`src/design/cdf_pkg.sv`:
```
`timescale 1ns / 1ps
package cdf_pkg;

    // Defaults of the top level parameters
    localparam int VEC_MAX_DEF   = 32;
    localparam int WIN_MAX_DEF   = 7;
    localparam int ORDER_MAX_DEF = 3;
    localparam int FRAC_BITS_DEF = 16;

    // Fixed field widths
    localparam int COEFF_W    = 32;
    localparam int GAIN_W     = 16;
    localparam int CFG_IDX_W  = 2;
    localparam int CFG_DATA_W = 16;
    localparam int ELEM_W     = 5;
    localparam int LEVEL_W    = 2;

    // Configuration register indexes
    localparam logic [CFG_IDX_W-1:0] REG_WINDOW_HALF = 2'd0;
    localparam logic [CFG_IDX_W-1:0] REG_NUM_ORDERS  = 2'd1;
    localparam logic [CFG_IDX_W-1:0] REG_FRAME_LEN   = 2'd2;
    localparam logic [CFG_IDX_W-1:0] REG_DELTA_GAIN  = 2'd3;

    // Configuration reset values
    localparam logic [2:0]        WINDOW_HALF_RST = 3'd2;
    localparam logic [1:0]        NUM_ORDERS_RST  = 2'd2;
    localparam logic [5:0]        FRAME_LEN_RST   = 6'd13;
    localparam logic [GAIN_W-1:0] DELTA_GAIN_RST  = 16'd6554;

    // Request kinds
    localparam logic REQ_COEFF = 1'b0;
    localparam logic REQ_FLUSH = 1'b1;

    // Commands from controller to datapath
    typedef struct packed {
        logic               hist_we;
        logic               load;
        logic               tap;
        logic               tap_first;
        logic               tap_last;
        logic               emit;
        logic [LEVEL_W-1:0] level;
    } cdf_cmd_t;

    // Status from datapath to controller
    typedef struct packed {
        logic out_free;
    } cdf_sts_t;

endpackage

```
`src/design/cdf_ctrl.sv`:
```
`timescale 1ns / 1ps
module cdf_ctrl
    import cdf_pkg::*;
#(
    parameter int VEC_MAX   = VEC_MAX_DEF,
    parameter int WIN_MAX   = WIN_MAX_DEF,
    parameter int ORDER_MAX = ORDER_MAX_DEF,
    localparam int ORDER_EFF = (ORDER_MAX > 3) ? 3 : ORDER_MAX,
    localparam int R_MAX     = ORDER_EFF * WIN_MAX,
    localparam int H         = 2 * ORDER_MAX * WIN_MAX + 1,
    localparam int EW        = (VEC_MAX > 1) ? $clog2(VEC_MAX) : 1,
    localparam int FLW       = $clog2(VEC_MAX + 1),
    localparam int IW        = $clog2(WIN_MAX + 1),
    localparam int RW        = $clog2(R_MAX + 1),
    localparam int SW        = $clog2(H),
    localparam int OW        = $clog2(R_MAX + WIN_MAX + 1) + 1
) (
    input  logic                  clk,
    input  logic                  rst_n,
    // configuration writes
    input  logic                  cfg_valid,
    output logic                  cfg_ready,
    input  logic [CFG_IDX_W-1:0]  cfg_index,
    input  logic [CFG_DATA_W-1:0] cfg_data,
    // input handshake
    input  logic                  in_valid,
    output logic                  in_ready,
    input  logic                  in_req_type,
    // datapath control
    output cdf_cmd_t              cmd,
    input  cdf_sts_t              sts,
    output logic [SW-1:0]         wr_slot,
    output logic [EW-1:0]         wr_elem,
    output logic [SW-1:0]         center,
    output logic [RW-1:0]         lo_mag,
    output logic [RW-1:0]         hi_mag,
    output logic [EW-1:0]         elem,
    output logic [RW-1:0]         kw,
    output logic [LEVEL_W-1:0]    k_eff,
    output logic [FLW-1:0]        flen,
    output logic [GAIN_W-1:0]     gain,
    output logic signed [OW-1:0]  step_o,
    output logic [IW-1:0]         step_i
);

    localparam logic [2:0] ST_IDLE    = 3'd0;
    localparam logic [2:0] ST_LOAD    = 3'd1;
    localparam logic [2:0] ST_LDRAIN  = 3'd2;
    localparam logic [2:0] ST_LEVEL   = 3'd3;
    localparam logic [2:0] ST_LVDRAIN = 3'd4;
    localparam logic [2:0] ST_EMIT    = 3'd5;

    logic [2:0]        win_reg;
    logic [1:0]        ord_reg;
    logic [5:0]        flen_reg;
    logic [GAIN_W-1:0] gain_reg;

    logic [2:0]         state_reg, state_next;
    logic [SW-1:0]      wslot_reg, wslot_next;
    logic [EW-1:0]      ecnt_reg, ecnt_next;
    logic [31:0]        fin_reg, fin_next;
    logic [RW-1:0]      fout_reg, fout_next;
    logic               ended_reg, ended_next;
    logic [EW-1:0]      e_reg, e_next;
    logic [SW-1:0]      center_reg, center_next;
    logic [RW-1:0]      lo_reg, lo_next;
    logic [RW-1:0]      hi_reg, hi_next;
    logic signed [OW-1:0] o_reg, o_next;
    logic [IW-1:0]      i_reg, i_next;
    logic [LEVEL_W-1:0] k_reg, k_next;
    logic [RW-1:0]      r_reg, r_next;
    logic [1:0]         dcnt_reg, dcnt_next;
    logic [LEVEL_W-1:0] lvl_reg, lvl_next;

    logic [IW-1:0]  w_eff;
    logic [EW-1:0]  e_cur;
    logic [EW-1:0]  e2;
    logic [RW-1:0]  fo_a;
    logic [31:0]    older;
    logic           e_cur_last;
    logic           e2_last;

    // Configuration registers, always ready
    assign cfg_ready = 1'b1;

    always_ff @(posedge clk or negedge rst_n)
    begin
        if (!rst_n)
        begin
            win_reg  <= WINDOW_HALF_RST;
            ord_reg  <= NUM_ORDERS_RST;
            flen_reg <= FRAME_LEN_RST;
            gain_reg <= DELTA_GAIN_RST;
        end
        else if (cfg_valid)
        begin
            unique case (cfg_index)
                REG_WINDOW_HALF: win_reg  <= cfg_data[2:0];
                REG_NUM_ORDERS:  ord_reg  <= cfg_data[1:0];
                REG_FRAME_LEN:   flen_reg <= cfg_data[5:0];
                REG_DELTA_GAIN:  gain_reg <= cfg_data[GAIN_W-1:0];
                default:         win_reg  <= win_reg;
            endcase
        end
    end

    // Effective (limited) settings
    always_comb
    begin
        if (win_reg == 3'd0)
            w_eff = IW'(1);
        else if (32'(win_reg) > WIN_MAX)
            w_eff = IW'(WIN_MAX);
        else
            w_eff = IW'(win_reg);

        if (ord_reg == 2'd0)
            k_eff = LEVEL_W'(1);
        else if (32'(ord_reg) > ORDER_EFF)
            k_eff = LEVEL_W'(ORDER_EFF);
        else
            k_eff = ord_reg;

        if (flen_reg == 6'd0)
            flen = FLW'(1);
        else if (32'(flen_reg) > VEC_MAX)
            flen = FLW'(VEC_MAX);
        else
            flen = FLW'(flen_reg);
    end

    assign kw   = RW'(32'(k_eff) * 32'(w_eff));
    assign gain = gain_reg;

    // Element cursor, a cursor past the frame acts as the last element
    assign e_cur = (32'(ecnt_reg) >= 32'(flen)) ? EW'(32'(flen) - 32'd1) : ecnt_reg;
    assign e_cur_last = (32'(e_cur) + 32'd1 >= 32'(flen));

    assign wr_slot = wslot_reg;
    assign wr_elem = e_cur;
    assign center  = center_reg;
    assign lo_mag  = lo_reg;
    assign hi_mag  = hi_reg;
    assign elem    = e_reg;
    assign step_o  = o_reg;
    assign step_i  = i_reg;
    assign in_ready = (state_reg == ST_IDLE);

    // Flush bookkeeping values
    always_comb
    begin
        if (!ended_reg)
        begin
            if (fin_reg >= 32'(kw))
            begin
                fo_a = kw;
                e2   = e_cur;
            end
            else
            begin
                fo_a = RW'(fin_reg);
                e2   = '0;
            end
        end
        else
        begin
            fo_a = fout_reg;
            e2   = e_cur;
        end
        e2_last = (32'(e2) + 32'd1 >= 32'(flen));
        older   = (fin_reg >= 32'(fo_a)) ? fin_reg - 32'(fo_a) : 32'd0;
    end

    // Sequencer
    always_comb
    begin
        state_next  = state_reg;
        wslot_next  = wslot_reg;
        ecnt_next   = ecnt_reg;
        fin_next    = fin_reg;
        fout_next   = fout_reg;
        ended_next  = ended_reg;
        e_next      = e_reg;
        center_next = center_reg;
        lo_next     = lo_reg;
        hi_next     = hi_reg;
        o_next      = o_reg;
        i_next      = i_reg;
        k_next      = k_reg;
        r_next      = r_reg;
        dcnt_next   = dcnt_reg;
        lvl_next    = lvl_reg;
        cmd         = '0;

        unique case (state_reg)
            ST_IDLE:
            begin
                if (in_valid)
                begin
                    if (in_req_type == REQ_COEFF)
                    begin
                        if (!ended_reg)
                        begin
                            cmd.hist_we = 1'b1;
                            if (fin_reg >= 32'(kw))
                            begin
                                e_next      = e_cur;
                                center_next = (wslot_reg >= SW'(kw)) ?
                                              SW'(32'(wslot_reg) - 32'(kw)) :
                                              SW'(32'(wslot_reg) + H - 32'(kw));
                                lo_next     = ((fin_reg - 32'(kw)) > 32'(kw)) ?
                                              kw : RW'(fin_reg - 32'(kw));
                                hi_next     = kw;
                                o_next      = -$signed(OW'(kw));
                                state_next  = ST_LOAD;
                            end
                            if (e_cur_last)
                            begin
                                ecnt_next  = '0;
                                wslot_next = (32'(wslot_reg) == H - 1) ? '0 :
                                             SW'(32'(wslot_reg) + 32'd1);
                                if (fin_reg != '1)
                                    fin_next = fin_reg + 32'd1;
                            end
                            else
                            begin
                                ecnt_next = EW'(32'(e_cur) + 32'd1);
                            end
                        end
                    end
                    else
                    begin
                        ended_next = 1'b1;
                        fout_next  = fo_a;
                        if (!ended_reg)
                            ecnt_next = e2;
                        if (fo_a != '0)
                        begin
                            e_next      = e2;
                            center_next = (wslot_reg >= SW'(fo_a)) ?
                                          SW'(32'(wslot_reg) - 32'(fo_a)) :
                                          SW'(32'(wslot_reg) + H - 32'(fo_a));
                            lo_next     = (older > 32'(kw)) ? kw : RW'(older);
                            hi_next     = ((fo_a - RW'(1)) > kw) ? kw : fo_a - RW'(1);
                            o_next      = -$signed(OW'(kw));
                            state_next  = ST_LOAD;
                            if (e2_last)
                            begin
                                ecnt_next = '0;
                                fout_next = fo_a - RW'(1);
                            end
                            else
                            begin
                                ecnt_next = EW'(32'(e2) + 32'd1);
                            end
                        end
                    end
                end
            end

            // Gather the window of static values
            ST_LOAD:
            begin
                cmd.load = 1'b1;
                if (o_reg == $signed(OW'(kw)))
                    state_next = ST_LDRAIN;
                else
                    o_next = o_reg + OW'(1);
            end

            ST_LDRAIN:
            begin
                k_next     = LEVEL_W'(1);
                r_next     = RW'(32'(k_eff - LEVEL_W'(1)) * 32'(w_eff));
                o_next     = -$signed(OW'(RW'(32'(k_eff - LEVEL_W'(1)) * 32'(w_eff))));
                i_next     = IW'(1);
                state_next = ST_LEVEL;
            end

            // One tap of the regression sum per cycle
            ST_LEVEL:
            begin
                cmd.tap       = 1'b1;
                cmd.tap_first = (i_reg == IW'(1));
                cmd.tap_last  = (i_reg == w_eff);
                cmd.level     = k_reg;
                if (i_reg == w_eff)
                begin
                    i_next = IW'(1);
                    if (o_reg == $signed(OW'(r_reg)))
                    begin
                        dcnt_next  = '0;
                        state_next = ST_LVDRAIN;
                    end
                    else
                    begin
                        o_next = o_reg + OW'(1);
                    end
                end
                else
                begin
                    i_next = i_reg + IW'(1);
                end
            end

            // Let the multiply and write-back finish
            ST_LVDRAIN:
            begin
                dcnt_next = dcnt_reg + 2'd1;
                if (dcnt_reg == 2'd2)
                begin
                    if (k_reg == k_eff)
                    begin
                        lvl_next   = '0;
                        state_next = ST_EMIT;
                    end
                    else
                    begin
                        k_next     = k_reg + LEVEL_W'(1);
                        r_next     = RW'(32'(k_eff - k_reg - LEVEL_W'(1)) * 32'(w_eff));
                        o_next     = -$signed(OW'(RW'(32'(k_eff - k_reg - LEVEL_W'(1)) *
                                                       32'(w_eff))));
                        i_next     = IW'(1);
                        state_next = ST_LEVEL;
                    end
                end
            end

            ST_EMIT:
            begin
                if (sts.out_free)
                begin
                    cmd.emit  = 1'b1;
                    cmd.level = lvl_reg;
                    if (lvl_reg == k_eff)
                        state_next = ST_IDLE;
                    else
                        lvl_next = lvl_reg + LEVEL_W'(1);
                end
            end

            default:
            begin
                state_next = ST_IDLE;
            end
        endcase
    end

    always_ff @(posedge clk or negedge rst_n)
    begin
        if (!rst_n)
        begin
            state_reg <= ST_IDLE;
            wslot_reg <= '0;
            ecnt_reg  <= '0;
            fin_reg   <= '0;
            fout_reg  <= '0;
            ended_reg <= 1'b0;
            o_reg     <= '0;
            i_reg     <= '0;
            k_reg     <= '0;
            r_reg     <= '0;
            dcnt_reg  <= '0;
            lvl_reg   <= '0;
        end
        else
        begin
            state_reg <= state_next;
            wslot_reg <= wslot_next;
            ecnt_reg  <= ecnt_next;
            fin_reg   <= fin_next;
            fout_reg  <= fout_next;
            ended_reg <= ended_next;
            o_reg     <= o_next;
            i_reg     <= i_next;
            k_reg     <= k_next;
            r_reg     <= r_next;
            dcnt_reg  <= dcnt_next;
            lvl_reg   <= lvl_next;
        end
    end

    // Per-item parameters
    always_ff @(posedge clk)
    begin
        e_reg      <= e_next;
        center_reg <= center_next;
        lo_reg     <= lo_next;
        hi_reg     <= hi_next;
    end

endmodule

```
`config.mk`:
```
export PLATFORM = sky130hd
export DESIGN_NAME = cdf_ctrl
export DESIGN_NICKNAME = d
export VERILOG_FILES = /design/src/design/cdf_pkg.sv /design/src/design/cdf_ctrl.sv
export SDC_FILE = /design/constraint.sdc
export NUM_CORES = 1
export LEC_CHECK = 0
export ABC_AREA = 1
export BUFFER_PORTS_ARGS = -buffer_cell sky130_fd_sc_hd__buf_2
export CORE_MARGIN = 2
export CORE_UTILIZATION = 65
export DETAILED_ROUTE_END_ITERATION = 16
export PLACE_DENSITY_LB_ADDON = 0.25
export RECOVER_POWER = 100
export SYNTH_ARGS = -nofsm -noshare
export SYNTH_HDL_FRONTEND = slang
export SYNTH_SLANG_ARGS = --single-unit
```
`constraint.sdc`:
```
create_clock -name clk -period 20.2 [get_ports clk]
set_input_delay 2.02 -clock clk [delete_from_list [all_inputs] [get_ports clk]]
set_output_delay 2.02 -clock clk [all_outputs]
set_load 0.01 [all_outputs]
```
==> key figures <==
Clock network
  – CTS max path bufs: 2
  – Clk Latency, worst-skew pair: around 0.44 ns
  – Clock sinks: 120
  – Htree depth: 4
  – Hold_buf cts: 0
  – TritonCTS buffer count: 17
  – Clock slew at reported path FFs: 0.06 ns
  – TritonCTS clock tree: built
  – CTS resizes: 0
  – Setup Fix Bufs, Post-CTS: 0
  – CTS Root Cell: clkbuf_16

Global routing
  – Global-route wire length before repair: between 50000 and 60000 um
  – GRT Overall Usage: 0.370
  – Gr ovfl total: 0
  – Initial antenna violation count: 0
  – Vias in the first global route: between 10k and 15k
  – Largest net degree at the start of global routing: 64

Placement
  – Pre-CTS WS: roughly 13 ns
  – Placed Cells: between 1.5k and 2k
  – Placed Area: approximately 0.012 sq mm
  – Number of buffers added on ports: between 100 and 150
  – Final GP Congestion: 1.00
  – Post-DP HPWL: between 20000 and 30000 um

Timing
  – Clock Skew: 0.0156 ns
  – Unrepaired setup endpoints after global routing: no
  – Hold WS: between 0.4 and 0.5 ns
  – Endpoints failing hold: 0
  – Count of final setup violators: 0
  – Fmax: 115 MHz
  – Slew @ Worst Pin: 3.44 ns
  – Final WS setup: ~12 ns
  – Slew HR: -1.29
  – Tcrit/Tclk final: 0.430
  – Tmin final: 8.68 ns
  – Post-Route Setup TNS: 0 ns
  – Final slew viol count: 102

Critical path
  – Data required, critical path: 20.37 ns
  – Arrival time at the worst endpoint: around 8.8 ns
  – Slowest cell on the critical path: dfstp_1
  – Nature of the critical path startpoint: flip-flop
  – Max Fanout on Critical Path: 10
  – Kind of critical path: reg -> reg
  – Peak per-stage delay on the critical path: between 0.6 and 0.7 ns
  – Critical Path Most Common Cell: inv_1
  – Setup crit end kind: flip-flop

Yosys
  – Synth warnings: 0
  – Top_reg_cell synth: dfrtp_1
  – Syn Area/Cell: slightly above 7 sq um
  – Netlist Area Pre-Place: approximately 0.011 sq mm
  – Async set-reset flop share out of synthesis: 0.825
  – Post-synthesis sequential area ratio: 0.282
  – Mapped Cells: 1568
  – Unique masters post-synth: between 60 and 70
  – Mux contribution to synthesized area: 0.0102
  – Fraction of the mapped netlist area in adder cells: 0.105
  – Largest family of logic cells by synthesized area: simple AND/OR/NAND/NOR gates
  – Number of flops mapped to enable cells by yosys: 21
  – Compound-Gate Fraction of Synth Area: 0.126
  – Synth Area in XOR/XNOR: 0.0704
  – Synth Area in Simple Gates: 0.305
  – FF+latch count, synth: 120

Layout
  – Commonest non-fill, non-tap cell in the layout: nand2_1
  – Ratio of cells with drive above 1 in the final layout: 0.0809
  – Number of flip-flops in the largest register: 32
  – Final nets: about 1.8k
  – Design area: around 0.012 sq mm
  – Final core occ: 0.729
  – Seq. cell area: roughly 0.0031 sq mm
  – Multi-input gate area: ~0.0067 sq mm
  – Commonest non-fill, non-tap cells in the layout: 324 x nand2_1, 250 x inv_1, 170 x nor2_1
  – Fillers: roughly 1.4k
  – Finished Layout Cells: 1901
  – # diodes: 0
  – P&R area growth vs syn: 9.65%

Status
  – Status: complete, but fails checks
  – Failing checks: max-capacitance violations, max-slew violations

Flow run
  – Max-cap violation count: 2

Power
  – Design Power: ~1.6 mW
  – P per Cell Area: between 100 and 150 mW/mm^2
  – Worst VDD drop: 0.109 mV
  – Pleak: about 6 nW

Floorplanning
  – Chip height: between 100 and 150 um
  – Core footprint: between 0.015 and 0.02 sq mm
  – Num rows: 47
  – IO Pins: about 100
  – Die Footprint: 0.0181 sq mm
  – Die Span X: ~130 um
  – Initial Utilization: 0.665

Route
  – Routed wire length per instance: around 17 um
  – Post-Route WL: 32900 um
  – ANT nets after route: 0
  – Vias/cell: about 5.9
  – Residual DRC: 0
  – First DRT Iteration DRCs: between 900 and 1k
  – DRT Pass-1 Iters: 6
  – Via count: around 11k

Min path
  – Hold Path Class: reg -> reg
==> report_power, final <==
group / switching [mW] / internal [mW]
Sequential: 0.0392 / 0.302
Combinational: 0.598 / 0.320
Clock: 0.124 / 0.194
Total: 0.761 / 0.816
==> final timing paths <==
kind                       cells after the start        start     endpoint  slack, ns
hold / removal                                 1  dcnt_reg[0]  dcnt_reg[0]       0.49
setup reg to reg                              48   win_reg[1]    lo_mag[0]      11.52
min in group asynchronous                      1        rst_n  fin_reg[28]       2.17
hold reg to reg                                1  dcnt_reg[0]  dcnt_reg[0]       0.49
setup / recovery                              48   win_reg[1]    lo_mag[0]      11.52
max in group asynchronous                      2        rst_n  flen_reg[5]      13.92
==> cells in the mapped netlist (all sizes together) (10+ instances only) <==
cell | number | area (sq um)
a21oi | 65 | 352
dfrtp | 87 | 2180
xnor2 | 20 | 175
o21ai | 113 | 577
clkbuf | 18 | 67.6
o22ai | 12 | 75.1
nand3 | 120 | 693
mux2 | 10 | 113
nand2 | 338 | 1350
o211ai | 14 | 105
inv | 260 | 976
nor2 | 178 | 749
edfxtp | 21 | 631
xor2 | 69 | 604
nor3 | 45 | 275
nand4 | 28 | 181
dfstp | 12 | 315
ha | 80 | 1000
buf | 11 | 63.8
==> per-layer routing <==
metal	vias up	global-route usage	routed length, um
met3	114	0.0822	2820
met4	0	0.187	1330
met2	612	0.604	15300
met5	-	0	0
met1	5150	0.463	13400
li1	5318	-	-
==> area by class of cell <==
| cell class | count | share of cell area |
|---|---|---|
| multi-input combinational | 1159 | 0.553 |
| clock buffer | 17 | 0.0351 |
| clock inverter | 15 | 0.0143 |
| timing repair buffer | 108 | 0.0368 |
| inverter | 262 | 0.0810 |
| tap | 220 | 0.0227 |
| sequential | 120 | 0.257 |
==> critical path, delay by kind of cell, from the launching register on <==
kind	cells	cell delay, ns
adder cells (fa/ha/maj)	5	1.42
AO/OA/AOI/OAI	7	1.46
flip-flops	1	0.68
buffers and inverters	12	2.19
AND/OR/NAND/NOR	24	2.65
==> logic make-up (layout without fill, tap and decap cells) <==
family,count (synthesis),count (layout)
buffers and inverters,291,402
AND/OR/NAND/NOR,728,728
adder cells (fa/ha/maj),88,88
AO/OA/AOI/OAI,240,240
multiplexers,10,10
flip-flops,120,120
XOR/XNOR,89,89
other,2,4
(Power assumes the default switching activity.)
